===== config.mk =====
export PLATFORM = sky130hd
export DESIGN_NAME = time_source_sync_supervisor_flat
export DESIGN_NICKNAME = d
export VERILOG_FILES = /design/src/rtl/tss_pkg.sv /design/src/rtl/tss_req_if.sv /design/src/rtl/tss_rsp_if.sv /design/src/rtl/time_source_sync_supervisor.sv /design/src/rtl/tss_cfg.sv /design/src/rtl/tss_core.sv /design/src/flat_wrapper.sv
export SDC_FILE = /design/constraint.sdc
export NUM_CORES = 1
export LEC_CHECK = 0
export ABC_AREA = 1
export BUFFER_PORTS_ARGS = -buffer_cell sky130_fd_sc_hd__buf_2
export CORE_MARGIN = 2
export CORE_UTILIZATION = 36
export CTS_BUF_LIST = sky130_fd_sc_hd__clkbuf_4 sky130_fd_sc_hd__clkbuf_8 sky130_fd_sc_hd__clkbuf_16
export CTS_CLUSTER_DIAMETER = 150
export CTS_CLUSTER_SIZE = 12
export DETAILED_ROUTE_END_ITERATION = 10
export SLEW_MARGIN = 10
export SYNTH_ARGS = -nofsm -noshare
export SYNTH_HDL_FRONTEND = slang
export SYNTH_SLANG_ARGS = --single-unit

===== constraint.sdc =====
create_clock -name clk -period 6 [get_ports clk]
set_input_delay 1.8 -clock clk [delete_from_list [all_inputs] [get_ports clk]]
set_output_delay 1.8 -clock clk [all_outputs]
set_load 0.01 [all_outputs]

===== src/rtl/tss_pkg.sv =====
// shared types, constants and helpers for the time source sync supervisor
`timescale 1ns / 1ps

package tss_pkg;

    localparam int unsigned MsW    = 32;
    localparam int unsigned EpochW = 32;
    localparam int unsigned GuardW = 16;
    localparam int unsigned DataW  = 32;
    localparam int unsigned AddrW  = 5;

    localparam logic [EpochW-1:0] EPOCH_MIN_RST    = 32'd1704067200;
    localparam logic [EpochW-1:0] EPOCH_MAX_RST    = 32'd4102444800;
    localparam logic [MsW-1:0]    GRACE_RST        = 32'd180000;
    localparam logic [MsW-1:0]    RETRY_RST        = 32'd30000;
    localparam logic [MsW-1:0]    RESYNC_RST       = 32'd86400000;
    localparam logic [GuardW-1:0] STEP_GUARD_RST   = 16'd60;
    localparam logic [MsW-1:0]    PENDING_BOOT_RST = 32'd1;

    typedef enum logic [2:0] {
        REG_EPOCH_MIN   = 3'd0,
        REG_EPOCH_MAX   = 3'd1,
        REG_GRACE       = 3'd2,
        REG_RETRY       = 3'd3,
        REG_RESYNC      = 3'd4,
        REG_STEP_GUARD  = 3'd5
    } reg_idx_t;

    typedef enum logic {
        ACT_TICK  = 1'b0,
        ACT_APPLY = 1'b1
    } action_t;

    typedef struct packed {
        logic [EpochW-1:0] epoch_floor;
        logic [EpochW-1:0] epoch_ceil;
        logic [MsW-1:0]    grace_ms;
        logic [MsW-1:0]    retry_spacing_ms;
        logic [MsW-1:0]    resync_period_ms;
        logic [GuardW-1:0] step_guard_s;
    } cfg_t;

    typedef struct packed {
        logic              action;
        logic [MsW-1:0]    now_ms;
        logic [EpochW-1:0] epoch;
        logic [EpochW-1:0] system_utc;
        logic              link_up;
        logic              net_ok;
    } item_t;

    typedef struct packed {
        logic              applied;
        logic              rejected;
        logic [EpochW-1:0] new_time;
        logic              source_request;
        logic              net_attempt;
        logic              checkpoint_rewrite;
        logic              valid_res;
    } result_t;

    typedef struct packed {
        logic           clock_set;
        logic [MsW-1:0] last_sync_at;
        logic [MsW-1:0] last_attempt_at;
        logic [MsW-1:0] pending_since;
    } sync_state_t;

    // zero is reserved as a sentinel, so a stored time of zero becomes one
    function automatic logic [MsW-1:0] nz(input logic [MsW-1:0] v);
        logic [MsW-1:0] r;
        r = (v == '0) ? {{(MsW-1){1'b0}}, 1'b1} : v;
        return r;
    endfunction

endpackage


===== src/rtl/tss_req_if.sv =====
// item channel carrying tick and apply transactions
`timescale 1ns / 1ps

interface tss_req_if;
    logic                       valid;
    logic                       ready;
    logic                       action;
    logic [tss_pkg::MsW-1:0]    now_ms;
    logic [tss_pkg::EpochW-1:0] epoch;
    logic [tss_pkg::EpochW-1:0] system_utc;
    logic                       link_up;
    logic                       net_ok;

    modport source (
        output valid, action, now_ms, epoch, system_utc, link_up, net_ok,
        input  ready
    );

    modport sink (
        input  valid, action, now_ms, epoch, system_utc, link_up, net_ok,
        output ready
    );
endinterface


===== src/rtl/tss_rsp_if.sv =====
// result channel carrying one result transaction per item
`timescale 1ns / 1ps

interface tss_rsp_if;
    logic                       valid;
    logic                       ready;
    logic                       applied;
    logic                       rejected;
    logic [tss_pkg::EpochW-1:0] new_time;
    logic                       source_request;
    logic                       net_attempt;
    logic                       checkpoint_rewrite;
    logic                       valid_res;

    modport source (
        output valid, applied, rejected, new_time, source_request, net_attempt,
               checkpoint_rewrite, valid_res,
        input  ready
    );

    modport sink (
        input  valid, applied, rejected, new_time, source_request, net_attempt,
               checkpoint_rewrite, valid_res,
        output ready
    );
endinterface


===== src/rtl/time_source_sync_supervisor.sv =====
// top level of the time source sync supervisor
// path: an accepted item is held in the input register, then its result in the result register
// throughput: one item per cycle while rsp is ready; a waiting result still lets one item in
// the state update of one item is registered in st_reg and seen by the next item
// reset: config registers take their defaults, clock not set, request pending since boot
`timescale 1ns / 1ps

module time_source_sync_supervisor (
    input  logic                      clk,
    input  logic                      rst_n,
    tss_req_if.sink                   req,
    tss_rsp_if.source                 rsp,
    input  logic                      psel,
    input  logic                      penable,
    input  logic                      pwrite,
    input  logic [tss_pkg::AddrW-1:0] paddr,
    input  logic [tss_pkg::DataW-1:0] pwdata,
    output logic [tss_pkg::DataW-1:0] prdata,
    output logic                      pready
);

    tss_pkg::cfg_t        cfg;
    tss_pkg::item_t       item_reg;
    logic                 in_valid_reg;
    tss_pkg::result_t     res_reg;
    tss_pkg::result_t     res_next;
    logic                 out_valid_reg;
    tss_pkg::sync_state_t st_reg;
    tss_pkg::sync_state_t st_next;
    logic                 advance;
    logic                 req_fire;

    tss_cfg u_cfg (
        .clk     (clk),
        .rst_n   (rst_n),
        .psel    (psel),
        .penable (penable),
        .pwrite  (pwrite),
        .paddr   (paddr),
        .pwdata  (pwdata),
        .prdata  (prdata),
        .pready  (pready),
        .cfg     (cfg)
    );

    tss_core u_core (
        .item    (item_reg),
        .st      (st_reg),
        .cfg     (cfg),
        .st_next (st_next),
        .res     (res_next)
    );

    assign advance   = in_valid_reg && (!out_valid_reg || rsp.ready);
    assign req.ready = !in_valid_reg || advance;
    assign req_fire  = req.valid && req.ready;

    always_ff @(posedge clk or negedge rst_n)
    begin
        if (!rst_n)
        begin
            in_valid_reg <= 1'b0;
        end
        else if (req_fire)
        begin
            in_valid_reg <= 1'b1;
        end
        else if (advance)
        begin
            in_valid_reg <= 1'b0;
        end
    end

    always_ff @(posedge clk)
    begin
        if (req_fire)
        begin
            item_reg.action     <= req.action;
            item_reg.now_ms     <= req.now_ms;
            item_reg.epoch      <= req.epoch;
            item_reg.system_utc <= req.system_utc;
            item_reg.link_up    <= req.link_up;
            item_reg.net_ok     <= req.net_ok;
        end
    end

    always_ff @(posedge clk or negedge rst_n)
    begin
        if (!rst_n)
        begin
            st_reg.clock_set       <= 1'b0;
            st_reg.last_sync_at    <= '0;
            st_reg.last_attempt_at <= '0;
            st_reg.pending_since   <= tss_pkg::PENDING_BOOT_RST;
        end
        else if (advance)
        begin
            st_reg <= st_next;
        end
    end

    always_ff @(posedge clk or negedge rst_n)
    begin
        if (!rst_n)
        begin
            out_valid_reg <= 1'b0;
        end
        else if (advance)
        begin
            out_valid_reg <= 1'b1;
        end
        else if (rsp.ready)
        begin
            out_valid_reg <= 1'b0;
        end
    end

    always_ff @(posedge clk)
    begin
        if (advance)
        begin
            res_reg <= res_next;
        end
    end

    assign rsp.valid              = out_valid_reg;
    assign rsp.applied            = res_reg.applied;
    assign rsp.rejected           = res_reg.rejected;
    assign rsp.new_time           = res_reg.new_time;
    assign rsp.source_request     = res_reg.source_request;
    assign rsp.net_attempt        = res_reg.net_attempt;
    assign rsp.checkpoint_rewrite = res_reg.checkpoint_rewrite;
    assign rsp.valid_res          = res_reg.valid_res;

    a_apply_xor_reject: assert property (@(posedge clk) disable iff (!rst_n)
        out_valid_reg |-> !(res_reg.applied && res_reg.rejected))
        else $error("result both applied and rejected");

    a_applied_sets_valid: assert property (@(posedge clk) disable iff (!rst_n)
        (out_valid_reg && res_reg.applied) |-> res_reg.valid_res)
        else $error("applied result without valid clock");

    a_rewrite_needs_apply: assert property (@(posedge clk) disable iff (!rst_n)
        (out_valid_reg && res_reg.checkpoint_rewrite) |-> res_reg.applied)
        else $error("checkpoint rewrite without apply");

    a_clock_set_sticky: assert property (@(posedge clk) disable iff (!rst_n)
        st_reg.clock_set |=> st_reg.clock_set)
        else $error("clock valid flag dropped");

    a_apply_clears_pending: assert property (@(posedge clk) disable iff (!rst_n)
        (advance && res_next.applied) |=> (st_reg.pending_since == '0))
        else $error("pending request not cleared by apply");

endmodule


===== src/rtl/tss_cfg.sv =====
// apb configuration register bank
`timescale 1ns / 1ps

module tss_cfg (
    input  logic                        clk,
    input  logic                        rst_n,
    input  logic                        psel,
    input  logic                        penable,
    input  logic                        pwrite,
    input  logic [tss_pkg::AddrW-1:0]   paddr,
    input  logic [tss_pkg::DataW-1:0]   pwdata,
    output logic [tss_pkg::DataW-1:0]   prdata,
    output logic                        pready,
    output tss_pkg::cfg_t               cfg
);

    tss_pkg::cfg_t     cfg_reg;
    tss_pkg::cfg_t     cfg_next;
    tss_pkg::reg_idx_t idx;
    logic              wr_en;

    assign pready = 1'b1;
    assign wr_en  = psel && penable && pwrite && pready;
    assign idx    = tss_pkg::reg_idx_t'(paddr[tss_pkg::AddrW-1:2]);
    assign cfg    = cfg_reg;

    always_comb
    begin
        cfg_next = cfg_reg;
        if (wr_en)
        begin
            unique case (idx)
                tss_pkg::REG_EPOCH_MIN:  cfg_next.epoch_floor        = pwdata;
                tss_pkg::REG_EPOCH_MAX:  cfg_next.epoch_ceil         = pwdata;
                tss_pkg::REG_GRACE:      cfg_next.grace_ms           = pwdata;
                tss_pkg::REG_RETRY:      cfg_next.retry_spacing_ms   = pwdata;
                tss_pkg::REG_RESYNC:     cfg_next.resync_period_ms   = pwdata;
                tss_pkg::REG_STEP_GUARD:
                    cfg_next.step_guard_s = pwdata[tss_pkg::GuardW-1:0];
                default:                 cfg_next = cfg_reg;
            endcase
        end
    end

    always_comb
    begin
        unique case (idx)
            tss_pkg::REG_EPOCH_MIN:  prdata = cfg_reg.epoch_floor;
            tss_pkg::REG_EPOCH_MAX:  prdata = cfg_reg.epoch_ceil;
            tss_pkg::REG_GRACE:      prdata = cfg_reg.grace_ms;
            tss_pkg::REG_RETRY:      prdata = cfg_reg.retry_spacing_ms;
            tss_pkg::REG_RESYNC:     prdata = cfg_reg.resync_period_ms;
            tss_pkg::REG_STEP_GUARD:
                prdata = {{(tss_pkg::DataW-tss_pkg::GuardW){1'b0}}, cfg_reg.step_guard_s};
            default:                 prdata = '0;
        endcase
    end

    always_ff @(posedge clk or negedge rst_n)
    begin
        if (!rst_n)
        begin
            cfg_reg.epoch_floor        <= tss_pkg::EPOCH_MIN_RST;
            cfg_reg.epoch_ceil         <= tss_pkg::EPOCH_MAX_RST;
            cfg_reg.grace_ms           <= tss_pkg::GRACE_RST;
            cfg_reg.retry_spacing_ms   <= tss_pkg::RETRY_RST;
            cfg_reg.resync_period_ms   <= tss_pkg::RESYNC_RST;
            cfg_reg.step_guard_s       <= tss_pkg::STEP_GUARD_RST;
        end
        else
        begin
            cfg_reg <= cfg_next;
        end
    end

endmodule


===== src/rtl/tss_core.sv =====
// decision logic for one transaction: resync request, network attempt, epoch apply
`timescale 1ns / 1ps

module tss_core (
    input  tss_pkg::item_t       item,
    input  tss_pkg::sync_state_t st,
    input  tss_pkg::cfg_t        cfg,
    output tss_pkg::sync_state_t st_next,
    output tss_pkg::result_t     res
);

    logic                          plausible;
    logic [tss_pkg::EpochW-1:0]    step;
    logic signed [tss_pkg::EpochW:0] step_s;
    logic signed [tss_pkg::EpochW:0] guard_s;
    logic                          step_big;
    logic [tss_pkg::MsW-1:0]       since_sync;
    logic [tss_pkg::MsW-1:0]       since_pending;
    logic [tss_pkg::MsW-1:0]       since_attempt;
    logic                          retry_block;
    logic                          try_net;
    logic                          do_apply;

    assign plausible = (item.epoch >= cfg.epoch_floor) && (item.epoch < cfg.epoch_ceil);

    // step read as signed, compared against plus and minus the guard
    assign step     = item.epoch - item.system_utc;
    assign step_s   = {step[tss_pkg::EpochW-1], step};
    assign guard_s  = {{(tss_pkg::EpochW+1-tss_pkg::GuardW){1'b0}}, cfg.step_guard_s};
    assign step_big = (step_s > guard_s) || (step_s < -guard_s);

    assign since_sync    = item.now_ms - st.last_sync_at;
    assign since_pending = item.now_ms - st.pending_since;
    assign since_attempt = item.now_ms - st.last_attempt_at;
    assign retry_block   = (st.last_attempt_at != '0) && (since_attempt < cfg.retry_spacing_ms);
    assign try_net       = (since_pending >= cfg.grace_ms) && item.link_up && !retry_block;

    always_comb
    begin
        st_next  = st;
        res      = '0;
        do_apply = 1'b0;

        if (item.action == tss_pkg::ACT_APPLY)
        begin
            do_apply = 1'b1;
        end
        else if (st.pending_since == '0)
        begin
            if (st.clock_set && (since_sync >= cfg.resync_period_ms))
            begin
                st_next.pending_since = tss_pkg::nz(item.now_ms);
                res.source_request    = 1'b1;
            end
        end
        else if (try_net)
        begin
            st_next.last_attempt_at = tss_pkg::nz(item.now_ms);
            res.net_attempt         = 1'b1;
            do_apply                = item.net_ok;
        end

        if (do_apply)
        begin
            if (plausible)
            begin
                st_next.clock_set     = 1'b1;
                st_next.pending_since = '0;
                st_next.last_sync_at  = tss_pkg::nz(item.now_ms);
                res.applied           = 1'b1;
                res.new_time          = item.epoch;
                // no step check on the first set or on a zero clock
                res.checkpoint_rewrite = st.clock_set && (item.system_utc != '0) && step_big;
            end
            else
            begin
                res.rejected = 1'b1;
            end
        end

        res.valid_res = st_next.clock_set;
    end

endmodule

===== src/flat_wrapper.sv =====
// flat-port wrapper written by rule: the top's interface ports become plain ports
module time_source_sync_supervisor_flat 
  (clk, rst_n, psel, penable, pwrite, paddr, pwdata, prdata, pready, req_valid, req_action, req_now_ms, req_epoch, req_system_utc, req_link_up, req_net_ok, req_ready, rsp_valid, rsp_applied, rsp_rejected, rsp_new_time, rsp_source_request, rsp_net_attempt, rsp_checkpoint_rewrite, rsp_valid_res, rsp_ready);
  tss_req_if req_i ();
  tss_rsp_if rsp_i ();
  input  logic clk;
  input  logic rst_n;
  input  logic psel;
  input  logic penable;
  input  logic pwrite;
  input  logic [tss_pkg::AddrW-1:0] paddr;
  input  logic [tss_pkg::DataW-1:0] pwdata;
  output logic [tss_pkg::DataW-1:0] prdata;
  output logic pready;
  input wire logic [$bits(req_i.valid)-1:0] req_valid;
  input wire logic [$bits(req_i.action)-1:0] req_action;
  input wire logic [$bits(req_i.now_ms)-1:0] req_now_ms;
  input wire logic [$bits(req_i.epoch)-1:0] req_epoch;
  input wire logic [$bits(req_i.system_utc)-1:0] req_system_utc;
  input wire logic [$bits(req_i.link_up)-1:0] req_link_up;
  input wire logic [$bits(req_i.net_ok)-1:0] req_net_ok;
  output wire logic [$bits(req_i.ready)-1:0] req_ready;
  output wire logic [$bits(rsp_i.valid)-1:0] rsp_valid;
  output wire logic [$bits(rsp_i.applied)-1:0] rsp_applied;
  output wire logic [$bits(rsp_i.rejected)-1:0] rsp_rejected;
  output wire logic [$bits(rsp_i.new_time)-1:0] rsp_new_time;
  output wire logic [$bits(rsp_i.source_request)-1:0] rsp_source_request;
  output wire logic [$bits(rsp_i.net_attempt)-1:0] rsp_net_attempt;
  output wire logic [$bits(rsp_i.checkpoint_rewrite)-1:0] rsp_checkpoint_rewrite;
  output wire logic [$bits(rsp_i.valid_res)-1:0] rsp_valid_res;
  input wire logic [$bits(rsp_i.ready)-1:0] rsp_ready;
  assign req_i.valid = req_valid;
  assign req_i.action = req_action;
  assign req_i.now_ms = req_now_ms;
  assign req_i.epoch = req_epoch;
  assign req_i.system_utc = req_system_utc;
  assign req_i.link_up = req_link_up;
  assign req_i.net_ok = req_net_ok;
  assign req_ready = req_i.ready;
  assign rsp_valid = rsp_i.valid;
  assign rsp_applied = rsp_i.applied;
  assign rsp_rejected = rsp_i.rejected;
  assign rsp_new_time = rsp_i.new_time;
  assign rsp_source_request = rsp_i.source_request;
  assign rsp_net_attempt = rsp_i.net_attempt;
  assign rsp_checkpoint_rewrite = rsp_i.checkpoint_rewrite;
  assign rsp_valid_res = rsp_i.valid_res;
  assign rsp_i.ready = rsp_ready;
  time_source_sync_supervisor u_core (.clk(clk), .rst_n(rst_n), .req(req_i), .rsp(rsp_i), .psel(psel), .penable(penable), .pwrite(pwrite), .paddr(paddr), .pwdata(pwdata), .prdata(prdata), .pready(pready));
endmodule

==> Yosys cells after proc, flatten, opt, wreduce, memory -nomap -nowiden <==
Cells that the tools add are included.
{ "totals": {"regBits": 412, "out_inout_bits": 73} }
{ "classes": {"bitwise": 2, "magnitude_cmp": 7, "n_mux": 20, "reduce_logical": 35, "n_eq_ne": 5, "n_addsub": 5} }
{ "ops": {"columns": ["operator", "count"], "rows": [
  ["32-bit 2-to-1 mux", 6],
  ["32-bit case mux with 6 select lines", 1],
  ["32-bit subtractor", 4],
  ["32-bit >= comparator", 3],
  ["33-bit 2-to-1 mux", 2],
  ["32-bit zero test", 2],
  ["32-bit < comparator", 2],
  ["32-bit nonzero test", 2],
  ["32-bit by 33-bit < comparator with 1-bit output", 1],
  ["16-bit negation with 33-bit output", 1],
  ["32-bit by 17-bit greater-than comparator with 1-bit output", 1],
  ["2-bit AND reduction", 7],
  ["1-bit logical AND", 11],
  ["1-bit 2-to-1 mux", 11],
  ["3-bit by 2-bit == test with 1-bit output (second input constant)", 2],
  ["3-bit == test (second input constant)", 2],
  ["4-bit AND reduction", 1],
  ["2-bit nonzero test", 2],
  ["2-bit OR reduction", 2],
  ["3-bit by 1-bit == test with 1-bit output (second input constant)", 1],
  ["1-bit zero test", 3],
  ["3-bit zero test", 1],
  ["1-bit logical OR", 3],
  ["3-bit AND reduction", 1],
  ["1-bit inverter", 2]
]} }

==> Depth between registers and ports, before layout <==
{ "logic_depth": {"ltp_word": 9, "ltp_mapped": 32, "depth_no_buf": 30} }

==> Modules after synthesis <==
A second synthesis with hierarchy kept.
{ "unflattened": {"hier_cells": 4272, "hier_area_um2": 31621.6} }
{ "by_module_without_submodules": {"columns": ["module", "area_per_inst_um2", "cells_per_inst", "instances"], "rows": [
  ["tss_core", 14874.3, 2580, 1],
  ["tss_cfg", 8734.6, 1125, 1],
  ["time_source_sync_supervisor", 8012.7, 567, 1]
]} }

==> Least setup slack after synthesis <==
Ideal clock, no wire load.
{ "synth_path": {"path_kind": "input-to-output", "from": "in paddr[4] (netlist name)", "to": "out prdata[16] (netlist name)", "arrival_ps": 3064, "path_slack_ps": 1136, "n_path_buf": 3, "stages": 6, "required_ps": 4200, "cell_sequence": "clkbuf_1 -> nor3_1 -> clkbuf_1 -> buf_1 -> a21oi_1 -> o221ai_1"} }
{ "synth_between": {"elab_chain_cells": 2, "word_cells_on_any_way": 7} }
{ "synth_rtl": {"columns": ["item", "line_no", "text"], "rows": [
  ["start: declaration", "flat_wrapper.sv:11", "input logic [tss_pkg::AddrW-1:0] paddr;"],
  ["3-bit == test, or another cell as far along", "tss_cfg.sv:47", "unique case (idx)"],
  ["32-bit case mux with 6 select lines *", "tss_cfg.sv:47", null],
  ["end: declaration", "flat_wrapper.sv:13", "output logic [tss_pkg::DataW-1:0] prdata;"]
]} }
Mark *: on every way between the ends. The rest lies on a longest branch, timed or not.

==> Worst setup path after layout <==
{ "layout_path": {"from": "in paddr[3] (netlist name)", "to": "out prdata[15] (netlist name)"} }
Same word-level chain as after synthesis.

==> impl_results.md <==
- Avg Cell Area, Syn: 7.83 um^2
- Cell area power density: ~400 nW/um^2
- Post-CTS Hold Buffers: 0
- Yosys reg bits: 412
- Root Buffer: clkbuf_16
- Largest net degree at the start of global routing: roughly 110
- CP peak stage delay: about 480 ps
- Vias: 25267
- Rel. slew slack: 0.228
- GRT Total Usage: 0.220
- Router iterations before antenna repair: 6
- Final core occ: 0.407
- CP Capture Type: primary output
- Share of cells above drive strength 1: 0.101
- Final worst path period need: ~5500 ps
- Total wire length: about 92 mm
- Sink Count: slightly above 400
- Synthesized area: roughly 29000 um^2
- Clock Tree Buf Depth: 3
- H-tree depth: 2
- Cell variety after synth: 58
- Final setup vio count: 0
- Seq/Total Area, Yosys: 0.380
- Post-layout net count: between 4000 and 5000
- Remaining antenna violation count after routing: 0
- WP data required: about 4200 ps
- Maximum vdd drop: 0.208 mV
- Initial DRC count: between 2000 and 2500
- Residual DRC: 0
- Cells after Synth: between 3000 and 4000
- Via density: a little over 5
- Number of CTS-inserted buffers: 40
- Post-CTS setup buffers: 0
- Final Slew Violations: 0
- Ys Warns: 0
- TritonCTS clock tree: done
- Total Power: 0.0134 W
- Clk_skew: 34.5 ps
- Placer Congestion: 0.919
- Hold Path Class: reg2reg
- Unrepaired setup endpoints after global routing: false
- Core area: 80300 um^2
- Max Cap Viol: 0
- Final hold vios: 0
- Clk_lat worst skew: ~600 ps
- Worst-path clk slew: about 60 ps
- Leak pwr: ~16 nW
- CP Cell Sequence: buf_2 > inv_1 > nor3_2 > buf_12 > inv_1 > o22ai_1 > nor2_1 > o221ai_1 > buf_2
- DIE AREA: approximately 83000 um^2
- Worst Hold Slack: roughly 470 ps
- Drt wl/cell: approximately 18 um
- Final HPWL DP: 73.4 mm
- Critical path startpoint category: input pin
- Area Overhead vs Synth: 12.3%
- DIE WIDTH: just under 300 um
- Initial antenna violation count: 5
- Mapped Nets: ~4200
- Max reg flops: 176
- I/O pins: ~220
- Grt total ovfl: 0
- Setup CP Type: in2out
- First-pass GRT wire length: 140 mm
- CTS resizes: 0
- # port buffers: about 210
- Total negative slack: 0 ps
- Vias in the first global route: 23697
- Arrival time at the worst endpoint: about 3700 ps
- Slowest-stage cell, CP: inv_1
- Most common cell after layout, fill and taps aside: nand2_1
- Effective utilization at floorplan: 0.362
- Commonest cells after routing, fill and taps aside: nand2_1 (851), inv_1 (624), ha_1 (332), o21ai_0 (282), a21oi_1 (256)
- Highest clock rate: 182 MHz
- Status: complete, no violations
- Row cnt: around 100
- Max Fanout on Critical Path: 22
- Period utilization: 0.913
- Worst Tran Pin Value: 1150 ps
- DIE HEIGHT: 288 um
## metrics by stage
step	cells	setup slack [ps]	area (um^2)
after floorplan	3712	1140	29100
after global placement	4923	601	31400
after detailed placement	4923	617	31400
after CTS	4996	594	32600
after global routing	4998	202	32700
final	4999	520	32700
## final cells by class
cell class | count | area [um^2]
diodes | 3 | 7.51
clock buffers | 70 | 1230
clock inverters | 3 | 33.8
fillers | 8324 | 47600
inverters | 633 | 2380
multi-input cells | 2578 | 15300
flip-flops and latches | 412 | 11100
well taps | 1060 | 1330
repair buffers | 240 | 1360
## routing by layer
layer | part of all wire | GRT usage | vias up | routed length, um
met5 | 0 | 0 | - | 0
met4 | 0.032 | 0.0692 | 0 | 2930
met3 | 0.056 | 0.0261 | 130 | 5160
met2 | 0.44 | 0.346 | 672 | 40800
met1 | 0.47 | 0.316 | 11699 | 43300
li1 | - | - | 12766 | -
## critical path, delay by kind of cell
| kind | cells | cell delay [ps] |
|---|---|---|
| and+or+nand+nor | 2 | 220 |
| AOI/OAI and AO/OA | 2 | 510 |
| buffers and inverters | 5 | 1110 |
## path summary, 6_finish.rpt
check	start	endpoint	slack [ps]	cells past startpoint
worst max-delay path	paddr[3]	prdata[15]	520	9
worst min-delay path	u_core.st_reg[91]	u_core.st_reg[91]	470	2
worst max register to register	u_core.st_reg[0]	u_core.st_reg[18]	530	29
worst min register to register	u_core.st_reg[91]	u_core.st_reg[91]	470	2
max in group asynchronous	rst_n	u_core.u_cfg.cfg[138]	3580	2
min in group asynchronous	rst_n	u_core.st_reg[35]	1280	1
## cells by family after synthesis
group | Yosys count | share of synthesized area
other | 1 | 0.000129
adders and majority gates | 336 | 0.146
DFF | 412 | 0.380
and+or+nand+nor | 1374 | 0.200
AOI/OAI and AO/OA | 749 | 0.143
xor gates and xnor gates | 118 | 0.0355
buffers and inverters | 722 | 0.0953
## where the power goes
| part | switching [W] | internal (W) |
|---|---|---|
| clock | 0.00118 | 0.00140 |
| combinational | 0.00438 | 0.00246 |
| sequential | 0.000431 | 0.00356 |
| total | 0.00598 | 0.00742 |
## Yosys cell counts (all sizes together)
library cell  number  area share
nor3              57       0.011
a31oi              8      0.0017
clkbuf            62      0.0080
and2               5      0.0011
nand2            858        0.11
o221ai            39       0.012
a221oi            12      0.0036
edfxtp           137        0.14
o22ai             38      0.0082
a22oi              1     0.00026
nand4             86       0.019
a211o              1     0.00030
or2                1     0.00022
o211ai            13      0.0034
and3               1     0.00022
o21ai            337       0.058
dfstp             51       0.046
o221a              1     0.00039
nand3b             9      0.0023
clkinv             1     0.00013
a21o               5      0.0013
a21boi             3     0.00077
o21ba              1     0.00034
a211oi             1     0.00026
o21a              15      0.0039
nand3            117       0.020
xor2              89       0.027
nor4              31      0.0071
ha               332        0.14
o21bai            10      0.0026
fa                 4      0.0028
a221o              1     0.00034
a2111oi            1     0.00030
a41oi              1     0.00030
xnor2             29      0.0087
dfrtp            224        0.19
nor3b              1     0.00026
conb               1     0.00013
a21oi            256       0.044
buf               27      0.0056
o2111ai            2     0.00060
nor2             208       0.027
inv              632       0.082
o31ai              3     0.00077
(Power assumes the default switching activity.)
